--- config.mk ---
export PLATFORM = sky130hd
export DESIGN_NAME = serial_frame_check_encoder_flat
export DESIGN_NICKNAME = d
export VERILOG_FILES = /design/src/sv/sfce_pkg.sv /design/src/sv/sfce_if.sv /design/src/sv/sfce_front.sv /design/src/sv/sfce_queue.sv /design/src/sv/sfce_back.sv /design/src/sv/serial_frame_check_encoder.sv /design/src/flat_wrapper.sv
export SDC_FILE = /design/constraint.sdc
export NUM_CORES = 1
export LEC_CHECK = 0
export ABC_AREA = 1
export BUFFER_PORTS_ARGS = -buffer_cell sky130_fd_sc_hd__buf_2
export CAP_MARGIN = 20
export CORE_ASPECT_RATIO = 1.75
export CORE_MARGIN = 2
export CORE_UTILIZATION = 40
export CTS_CLUSTER_DIAMETER = 80
export CTS_CLUSTER_SIZE = 8
export DETAILED_ROUTE_END_ITERATION = 8
export PLACE_DENSITY_LB_ADDON = 0.12
export RECOVER_POWER = 50
export SLEW_MARGIN = 10
export SYNTH_ARGS = -nofsm -noshare
export SYNTH_HDL_FRONTEND = slang
export SYNTH_SLANG_ARGS = --single-unit
export TNS_END_PERCENT = 50
--- constraint.sdc ---
create_clock -name clk -period 4.9 [get_ports clk]
set_input_delay 0.98 -clock clk [delete_from_list [all_inputs] [get_ports clk]]
set_output_delay 0.98 -clock clk [all_outputs]
set_load 0.01 [all_outputs]
--- src/sv/sfce_pkg.sv ---
// Types, constants and helper functions of the serial frame check encoder.
package sfce_pkg;

    // Configuration register indexes
    localparam int CFG_IDX_W = 2;
    localparam logic [CFG_IDX_W-1:0] CFG_ASCII_MODE   = 2'd0;
    localparam logic [CFG_IDX_W-1:0] CFG_INSERT_CHECK = 2'd1;

    // Check and character constants
    localparam logic [15:0] CRC_INIT   = 16'hFFFF;
    localparam logic [15:0] CRC_POLY   = 16'hA001;
    localparam logic [7:0]  CHAR_COLON = 8'h3A;
    localparam logic [7:0]  CHAR_CR    = 8'h0D;
    localparam logic [7:0]  CHAR_LF    = 8'h0A;
    localparam logic [7:0]  CHAR_ZERO  = 8'h30;
    localparam logic [7:0]  CHAR_A_M10 = 8'h37;  // 'A' minus ten

    // One classified payload byte, as queued between front and back
    typedef struct packed {
        logic [7:0]  data;
        logic        last;
        logic        ascii;
        logic        check;
        logic        first;
        logic [15:0] crc;
        logic [7:0]  lrc;
    } entry_t;

    // Back-end sequencer: which character goes out next
    typedef enum logic [3:0] {
        S_START,
        S_COLON,
        S_HEX_HI,
        S_HEX_LO,
        S_LRC_HI,
        S_LRC_LO,
        S_CR,
        S_LF,
        S_RAW,
        S_CRC_LO,
        S_CRC_HI
    } seq_state_t;

    // Upper-case hex character of a nibble
    function automatic logic [7:0] hex_char(input logic [3:0] nib);
        logic [7:0] wide;
        wide = {4'h0, nib};
        return (nib < 4'd10) ? (CHAR_ZERO + wide) : (CHAR_A_M10 + wide);
    endfunction

    // Reflected CRC-16 update over one byte, one bit per step
    function automatic logic [15:0] crc_update(input logic [15:0] crc,
                                               input logic [7:0]  b);
        logic [15:0] c;
        c = crc ^ {8'h00, b};
        for (int i = 0; i < 8; i++) begin
            c = c[0] ? ((c >> 1) ^ CRC_POLY) : (c >> 1);
        end
        return c;
    endfunction

endpackage

--- src/sv/sfce_if.sv ---
// Channel interfaces: payload input, framed output and configuration writes.
interface sfce_in_if;
    logic       valid;
    logic       ready;
    logic [7:0] data_byte;
    logic       last_byte;

    modport source (output valid, output data_byte, output last_byte, input ready);
    modport sink   (input valid, input data_byte, input last_byte, output ready);
endinterface

interface sfce_out_if;
    logic       valid;
    logic       ready;
    logic [7:0] out_byte;
    logic       frame_end;

    modport source (output valid, output out_byte, output frame_end, input ready);
    modport sink   (input valid, input out_byte, input frame_end, output ready);
endinterface

interface sfce_cfg_if;
    logic                           valid;
    logic                           ready;
    logic [sfce_pkg::CFG_IDX_W-1:0] index;
    logic [7:0]                     data;

    modport source (output valid, output index, output data, input ready);
    modport sink   (input valid, input index, input data, output ready);
endinterface

--- src/sv/sfce_front.sv ---
// Front end: takes payload beats, keeps CRC and sum, classifies each byte.
module sfce_front (
    input  logic             clk,
    input  logic             rst_n,
    sfce_in_if.sink          din,
    sfce_cfg_if.sink         cfg,
    output logic             push,
    output sfce_pkg::entry_t push_entry,
    input  logic             q_full
);
    import sfce_pkg::*;

    logic        ascii_reg;
    logic        check_reg;
    logic        mid_reg;
    logic        mid_next;
    logic [15:0] crc_reg;
    logic [15:0] crc_next;
    logic [7:0]  sum_reg;
    logic [7:0]  sum_next;
    logic [15:0] crc_upd;
    logic [7:0]  sum_upd;

    // Handshakes
    assign din.ready = !q_full;
    assign cfg.ready = 1'b1;
    assign push      = din.valid && din.ready;

    // Running checks including this byte
    always_comb
    begin
        crc_upd = crc_update(crc_reg, din.data_byte);
        sum_upd = sum_reg + din.data_byte;
    end

    // Classified entry for the back end
    always_comb
    begin
        push_entry.data  = din.data_byte;
        push_entry.last  = din.last_byte;
        push_entry.ascii = ascii_reg;
        push_entry.check = check_reg;
        push_entry.first = !mid_reg;
        push_entry.crc   = crc_upd;
        push_entry.lrc   = 8'((~sum_upd) + 8'd1);
    end

    // Frame state: reload at the frame's last byte
    always_comb
    begin
        crc_next = crc_reg;
        sum_next = sum_reg;
        mid_next = mid_reg;
        if (push) begin
            if (din.last_byte) begin
                crc_next = CRC_INIT;
                sum_next = 8'h00;
                mid_next = 1'b0;
            end else begin
                crc_next = crc_upd;
                sum_next = sum_upd;
                mid_next = 1'b1;
            end
        end
    end

    always_ff @(posedge clk or negedge rst_n)
    begin
        if (!rst_n) begin
            crc_reg <= CRC_INIT;
            sum_reg <= 8'h00;
            mid_reg <= 1'b0;
        end else begin
            crc_reg <= crc_next;
            sum_reg <= sum_next;
            mid_reg <= mid_next;
        end
    end

    // Configuration registers; unknown indexes are dropped
    always_ff @(posedge clk or negedge rst_n)
    begin
        if (!rst_n) begin
            ascii_reg <= 1'b0;
            check_reg <= 1'b1;
        end else if (cfg.valid && cfg.ready) begin
            unique case (cfg.index)
                CFG_ASCII_MODE:   ascii_reg <= cfg.data[0];
                CFG_INSERT_CHECK: check_reg <= cfg.data[0];
                default:          ;
            endcase
        end
    end

endmodule

--- src/sv/sfce_queue.sv ---
// Short queue of classified entries between front and back end.
module sfce_queue #(
    parameter int DEPTH = 2
) (
    input  logic             clk,
    input  logic             rst_n,
    input  logic             push,
    input  sfce_pkg::entry_t push_entry,
    output logic             full,
    input  logic             pop,
    output sfce_pkg::entry_t head,
    output logic             empty
);
    import sfce_pkg::*;

    localparam int PTR_W = (DEPTH > 1) ? $clog2(DEPTH) : 1;
    localparam int CNT_W = $clog2(DEPTH + 1);

    entry_t             slot_reg [DEPTH];
    logic [PTR_W-1:0]   wr_ptr_reg;
    logic [PTR_W-1:0]   wr_ptr_next;
    logic [PTR_W-1:0]   rd_ptr_reg;
    logic [PTR_W-1:0]   rd_ptr_next;
    logic [CNT_W-1:0]   count_reg;
    logic [CNT_W-1:0]   count_next;

    assign full  = (count_reg == CNT_W'(DEPTH));
    assign empty = (count_reg == '0);
    assign head  = slot_reg[rd_ptr_reg];

    // Pointer and fill count update
    always_comb
    begin
        wr_ptr_next = wr_ptr_reg;
        rd_ptr_next = rd_ptr_reg;
        if (push) begin
            wr_ptr_next = (wr_ptr_reg == PTR_W'(DEPTH - 1)) ? '0 : wr_ptr_reg + PTR_W'(1);
        end
        if (pop) begin
            rd_ptr_next = (rd_ptr_reg == PTR_W'(DEPTH - 1)) ? '0 : rd_ptr_reg + PTR_W'(1);
        end
        case ({push, pop})
            2'b10:   count_next = count_reg + CNT_W'(1);
            2'b01:   count_next = count_reg - CNT_W'(1);
            default: count_next = count_reg;
        endcase
    end

    always_ff @(posedge clk or negedge rst_n)
    begin
        if (!rst_n) begin
            wr_ptr_reg <= '0;
            rd_ptr_reg <= '0;
            count_reg  <= '0;
        end else begin
            wr_ptr_reg <= wr_ptr_next;
            rd_ptr_reg <= rd_ptr_next;
            count_reg  <= count_next;
        end
    end

    // Entry storage
    always_ff @(posedge clk)
    begin
        if (push) begin
            slot_reg[wr_ptr_reg] <= push_entry;
        end
    end

endmodule

--- src/sv/sfce_back.sv ---
// Back end: walks each queued entry through its output characters.
module sfce_back (
    input  logic             clk,
    input  logic             rst_n,
    input  sfce_pkg::entry_t head,
    input  logic             empty,
    output logic             pop,
    sfce_out_if.source       dout
);
    import sfce_pkg::*;

    seq_state_t state_reg;
    seq_state_t state_next;
    seq_state_t cur;
    logic       step_final;
    logic       load_en;
    logic       fire;
    logic [7:0] char_next;
    logic       end_next;
    logic       out_valid_reg;
    logic [7:0] out_byte_reg;
    logic       frame_end_reg;

    // Output register frees up when empty or taken this cycle
    assign load_en = !out_valid_reg || dout.ready;
    assign fire    = load_en && !empty;
    assign pop     = fire && step_final;

    // Next state: current character and the one after it
    always_comb
    begin
        if (state_reg == S_START) begin
            if (head.ascii) begin
                cur = head.first ? S_COLON : S_HEX_HI;
            end else begin
                cur = S_RAW;
            end
        end else begin
            cur = state_reg;
        end

        unique case (cur)
            S_COLON:  state_next = S_HEX_HI;
            S_HEX_HI: state_next = S_HEX_LO;
            S_HEX_LO:
            begin
                if (!head.last) begin
                    state_next = S_START;
                end else begin
                    state_next = head.check ? S_LRC_HI : S_CR;
                end
            end
            S_LRC_HI: state_next = S_LRC_LO;
            S_LRC_LO: state_next = S_CR;
            S_CR:     state_next = S_LF;
            S_RAW:    state_next = (head.last && head.check) ? S_CRC_LO : S_START;
            S_CRC_LO: state_next = S_CRC_HI;
            default:  state_next = S_START;
        endcase
        step_final = (state_next == S_START);
    end

    // Outputs: character for the current step
    always_comb
    begin
        unique case (cur)
            S_COLON:  char_next = CHAR_COLON;
            S_HEX_HI: char_next = hex_char(head.data[7:4]);
            S_HEX_LO: char_next = hex_char(head.data[3:0]);
            S_LRC_HI: char_next = hex_char(head.lrc[7:4]);
            S_LRC_LO: char_next = hex_char(head.lrc[3:0]);
            S_CR:     char_next = CHAR_CR;
            S_LF:     char_next = CHAR_LF;
            S_CRC_LO: char_next = head.crc[7:0];
            S_CRC_HI: char_next = head.crc[15:8];
            default:  char_next = head.data;
        endcase
        end_next = step_final && head.last;
    end

    always_ff @(posedge clk or negedge rst_n)
    begin
        if (!rst_n) begin
            state_reg     <= S_START;
            out_valid_reg <= 1'b0;
        end else begin
            if (fire) begin
                state_reg <= state_next;
            end
            if (load_en) begin
                out_valid_reg <= !empty;
            end
        end
    end

    // Output payload
    always_ff @(posedge clk)
    begin
        if (fire) begin
            out_byte_reg  <= char_next;
            frame_end_reg <= end_next;
        end
    end

    assign dout.valid     = out_valid_reg;
    assign dout.out_byte  = out_byte_reg;
    assign dout.frame_end = frame_end_reg;

endmodule

--- src/sv/serial_frame_check_encoder.sv ---
// Top level of the serial frame check encoder (RTU CRC-16 / ASCII LRC framing).
//
// Channels: din takes payload beats (data_byte, last_byte marks the frame's
// last byte); dout gives framed beats (out_byte, frame_end on the frame's last
// character); cfg writes ascii_mode (index 0) and insert_check (index 1),
// bit 0 of data; other indexes are ignored. cfg is always ready; write it
// only while no frame is in flight.
// Flow: the first character of a byte goes from din via the queue and the
// output register to dout. The back end sends one character per cycle while
// dout is ready; a byte gives 1 character (RTU, 3 with the CRC at frame end),
// 2 (ASCII), 3 (ASCII frame start), up to 7 (one-byte ASCII frame with check);
// the front takes one beat per cycle while the QUEUE_DEPTH-entry queue has room.
// Reset: CRC reloads to 0xFFFF, the sum clears, the next byte starts a frame,
// ascii_mode = 0, insert_check = 1; the queue and output register empty.
// A stall on dout holds the output beat; the queue then fills and din ready
// drops until the back end moves again.
module serial_frame_check_encoder #(
    parameter int QUEUE_DEPTH = 2
) (
    input  logic       clk,
    input  logic       rst_n,
    sfce_in_if.sink    din,
    sfce_out_if.source dout,
    sfce_cfg_if.sink   cfg
);
    import sfce_pkg::*;

    logic   push;
    logic   pop;
    logic   q_full;
    logic   q_empty;
    entry_t push_entry;
    entry_t head;

    sfce_front u_front (
        .clk        (clk),
        .rst_n      (rst_n),
        .din        (din),
        .cfg        (cfg),
        .push       (push),
        .push_entry (push_entry),
        .q_full     (q_full)
    );

    sfce_queue #(
        .DEPTH (QUEUE_DEPTH)
    ) u_queue (
        .clk        (clk),
        .rst_n      (rst_n),
        .push       (push),
        .push_entry (push_entry),
        .full       (q_full),
        .pop        (pop),
        .head       (head),
        .empty      (q_empty)
    );

    sfce_back u_back (
        .clk   (clk),
        .rst_n (rst_n),
        .head  (head),
        .empty (q_empty),
        .pop   (pop),
        .dout  (dout)
    );

endmodule

--- src/flat_wrapper.sv ---
// flat-port wrapper written by rule: the top's interface ports become plain ports
module serial_frame_check_encoder_flat import sfce_pkg::*;
#(
    parameter int QUEUE_DEPTH = 2
)
  (clk, rst_n, din_valid, din_data_byte, din_last_byte, din_ready, dout_valid, dout_out_byte, dout_frame_end, dout_ready, cfg_valid, cfg_index, cfg_data, cfg_ready);
  sfce_in_if din_i ();
  sfce_out_if dout_i ();
  sfce_cfg_if cfg_i ();
  input  logic clk;
  input  logic rst_n;
  input wire logic [$bits(din_i.valid)-1:0] din_valid;
  input wire logic [$bits(din_i.data_byte)-1:0] din_data_byte;
  input wire logic [$bits(din_i.last_byte)-1:0] din_last_byte;
  output wire logic [$bits(din_i.ready)-1:0] din_ready;
  output wire logic [$bits(dout_i.valid)-1:0] dout_valid;
  output wire logic [$bits(dout_i.out_byte)-1:0] dout_out_byte;
  output wire logic [$bits(dout_i.frame_end)-1:0] dout_frame_end;
  input wire logic [$bits(dout_i.ready)-1:0] dout_ready;
  input wire logic [$bits(cfg_i.valid)-1:0] cfg_valid;
  input wire logic [$bits(cfg_i.index)-1:0] cfg_index;
  input wire logic [$bits(cfg_i.data)-1:0] cfg_data;
  output wire logic [$bits(cfg_i.ready)-1:0] cfg_ready;
  assign din_i.valid = din_valid;
  assign din_i.data_byte = din_data_byte;
  assign din_i.last_byte = din_last_byte;
  assign din_ready = din_i.ready;
  assign dout_valid = dout_i.valid;
  assign dout_out_byte = dout_i.out_byte;
  assign dout_frame_end = dout_i.frame_end;
  assign dout_i.ready = dout_ready;
  assign cfg_i.valid = cfg_valid;
  assign cfg_i.index = cfg_index;
  assign cfg_i.data = cfg_data;
  assign cfg_ready = cfg_i.ready;
  serial_frame_check_encoder #(.QUEUE_DEPTH(QUEUE_DEPTH)) u_core (.clk(clk), .rst_n(rst_n), .din(din_i), .dout(dout_i), .cfg(cfg_i));
endmodule
==> qor.csv <==
stage,metric,value,unit
sta,post-route setup TNS,0,ns
sta,Slew Limit Fails,37,
drt,# DRC,0,
worst_setup_path,critical-path cell list,buf_2 -> nand2_1 -> nor2_1 -> clkinv_1 -> nor2_1 -> a21oi_1,
worst_setup_path,path depth of the worst reg2reg path,7,
synth,top_reg_cell synth,edfxtp_1,
floorplan,IO Pins,36,
power,PD cells,757,nW/um2
sta,fmax,329,MHz
worst_setup_path,Worst path most repeated cell,nor2_1,
global_routing,total gr overflow,0,
worst_setup_path,Critical Path Sink,u_core.u_front.crc_reg[10],
worst_setup_path,startpoint types,input port,
worst_setup_path,FF-to-FF setup slack,1.95,ns
global_routing,global-route met3 utilization,3.45,%
sta,Final period util,62.0,%
sta,Final min period,3.04,ns
synth,Synth cell types,44,
synth,sequential area share after synthesis,54.6,%
worst_setup_path,crit path from,din_valid,
synth,Syn Nets,699,
clock_network,Worst-path clk slew,0.06,ns
floorplan,Die Ht,168,um
worst_setup_path,"slowest stage delay, CP",0.75,ns
drt,drt pass-1 iters,4,
sta,Final Skew,0.0108,ns
clock_network,Num CTS Buffers,17,
drt,drt initial violations,191,
placed_design,hpwl dp,10.3,mm
floorplan,Initial Utilization,41.2,%
sta,RSZ-0062 raised after global routing,no,
global_routing,GRT Total Usage,17.8,%
clock_network,clock sink count,117,
synth,"Async S/R FF share, synth",30.8,%
global_routing,initial antenna violation count,0,
synth,synthesized cell area,6140,um2
worst_setup_path,WP data required,5.21,ns
floorplan,core area,14900,um2
global_routing,met2 usage,31.8,%
power,Leak,3.06,nW
floorplan,Die Footprint,16400,um2
synth,cell taking the most area after synthesis,edfxtp_1,
synth,"top cells by area, synth","edfxtp_1, nand2_1, dfrtp_1, dfstp_2, inv_1",
worst_hold_path,Hold Path Class,register to register,
worst_setup_path,CP max-delay cell,nor2_1,
sta,Slew HR,-45.9,%
synth,"count leader, synth",nand2_1,
status,outcome,"complete, but fails checks",
placed_design,RePlAce Congestion,0.880,
drt,Routed WL,14.0,mm
clock_network,CTS H-tree depth,4,
floorplan,FP Rows,59,
placed_design,Port Buffers,27,
sta,final setup violation count,0,
clock_network,CTS Root Cell,clkbuf_16,
global_routing,largest net degree at the start of global routing,44,
power,Switching Share,42.0,%
clock_network,"Clk Latency, worst-skew pair",0.41,ns
cells_and_area,Fill cells,1440,
floorplan,die width,97.7,um
worst_setup_path,reg-to-reg critical path startpoint,u_core.u_queue.count_reg[0],
worst_setup_path,Reg2Reg Capture Point,u_core.u_front.crc_reg[10],
synth,Post-synth EDFFs,81,
sta,slew of the pin with the lowest slew margin,2.19,ns
cells_and_area,Final nets,735,
synth,Synth top area share,39.6,%
placed_design,dpl cells,859,
clock_network,CTS Hold Buffers Added,0,
global_routing,first-pass GRT wire length,22.7,mm
drt,Wirelength per Cell,15.7,um
clock_network,setup bufs post-CTS,0,
global_routing,vias in the first global route,4403,
power,Logic pwr share,44.5,%
cells_and_area,share of layout cells above drive strength 1,13.8,%
power,Cell Int Power,3.07,mW
sta,Final Hold Viols,0,
cells_and_area,antenna diode count,0,
clock_network,CTS tree,done,
worst_setup_path,worst-path fanout max,22,
synth,synth cell count leaders,"nand2_1, edfxtp_1, inv_1",
cells_and_area,Area Growth Syn to Fin,13.8,%
synth,Avg Inst Size Synth,9.29,um2
sta,WHS,0.482,ns
power,Switch Pwr,2.22,mW
synth,"FF+latch count, synth",117,
cells_and_area,max FFs per register,72,
global_routing,gr busiest metal,met2,
drt,average vias per placed instance,4.96,
drt,Routed Antenna Nets,0,
drt,routed vias,4428,
cells_and_area,Finished Layout Cells,893,
synth,cells after synthesis,661,
worst_setup_path,kind of critical path,input port to register,
power,worst vdd ir,262,uV
synth,YS warnings,0,
worst_setup_path,CP Capture Type,register,
power,Flop pwr share,33.6,%
worst_setup_path,crit path DAT,3.34,ns
global_routing,met1 usage in global routing,19.8,%
power,clock share of power,21.9,%
clock_network,cts repair resizes,0,
clock_network,clock buffer depth,2,
job,max cap viols,1,
worst_hold_path,WHS Path Cells,0,
status,failing checks,"capacitance limit, slew limit",
==> layout by cell type, fill, tap and decap left out, drive strengths merged, types with 13 or more instances in the layout <==
| master | instances |
|---|---|
| nor2 | 56 |
| dfstp | 17 |
| a21oi | 22 |
| dfrtp | 19 |
| nand3 | 31 |
| edfxtp | 81 |
| o21ai | 37 |
| xnor2 | 13 |
| ha | 13 |
| xor2 | 18 |
| clkbuf | 40 |
| inv | 73 |
| nand2 | 219 |
==> worst max-delay path, delay by kind of cell <==
kind / cells / cell delay, ns
simple gates: 3 / 1.55
buf+inv: 2 / 0.73
compound gates: 1 / 0.06
==> routing by layer <==
metal	up-vias	share of wire, %	routed length [um]
met4	0	4.3	596
met1	2080	40	5600
met2	74	53	7430
li1	2247	-	-
met5	-	0	0
met3	27	2.7	375
==> cell type report <==
type	count	area, um2	area share, %
clock buffers	18	429	6.14
multi-input cells	459	2420	34.6
flip-flops and latches	117	3350	48.0
inverters	72	275	3.94
repair buffers	30	155	2.22
clock inverters	14	128	1.83
well taps	183	229	3.28
==> power groups by stage <==
stage               registers (mW)  clock network, mW  logic, mW
CTS                           1.79               1.18       2.38
global route                  1.82               1.23       2.68
floorplan                     1.79                  0       1.76
detailed placement            1.81                  0       2.37
global placement              1.79                  0       2.32
finish                        1.78               1.16       2.36
==> logic make-up (layout without fill, tap and decap cells) <==
kind of cell	after synthesis	count (layout)	synth area share (%)
xor gates and xnor gates	31	31	4.42
buffers and inverters	85	134	5.93
muxes	3	3	0.489
other	1	1	0.0611
AOI/OAI and AO/OA	75	75	6.85
DFF	117	117	54.6
and+or+nand+nor	335	335	24.7
adders and majority gates	14	14	2.97
==> through the flow <==
step	total power [mW]	utilization, %	cell area (um2)	worst slack (ns)
floorplan	3.56	-	6140	1.59
global placement	4.11	43.2	6440	1.66
detailed placement	4.17	43.2	6440	1.66
CTS	5.35	46.9	7000	1.96
global route	5.73	46.9	6990	1.62
finish	5.29	46.9	6990	1.86
==> worst min-delay path by stage <==
stage                                   startpoint                             end  slack (ns)
final                     u_core.u_front.ascii_reg  u_core.u_queue.slot_reg[0][26]        0.48
after global routing      u_core.u_front.ascii_reg  u_core.u_queue.slot_reg[0][26]        0.50
after CTS                 u_core.u_front.ascii_reg  u_core.u_queue.slot_reg[0][26]        0.48
after detailed placement  u_core.u_front.ascii_reg  u_core.u_queue.slot_reg[0][26]        0.47
after global placement    u_core.u_front.ascii_reg  u_core.u_queue.slot_reg[0][26]        0.46
after floorplan           u_core.u_front.ascii_reg  u_core.u_queue.slot_reg[0][26]        0.44
(Power assumes the default switching activity.)
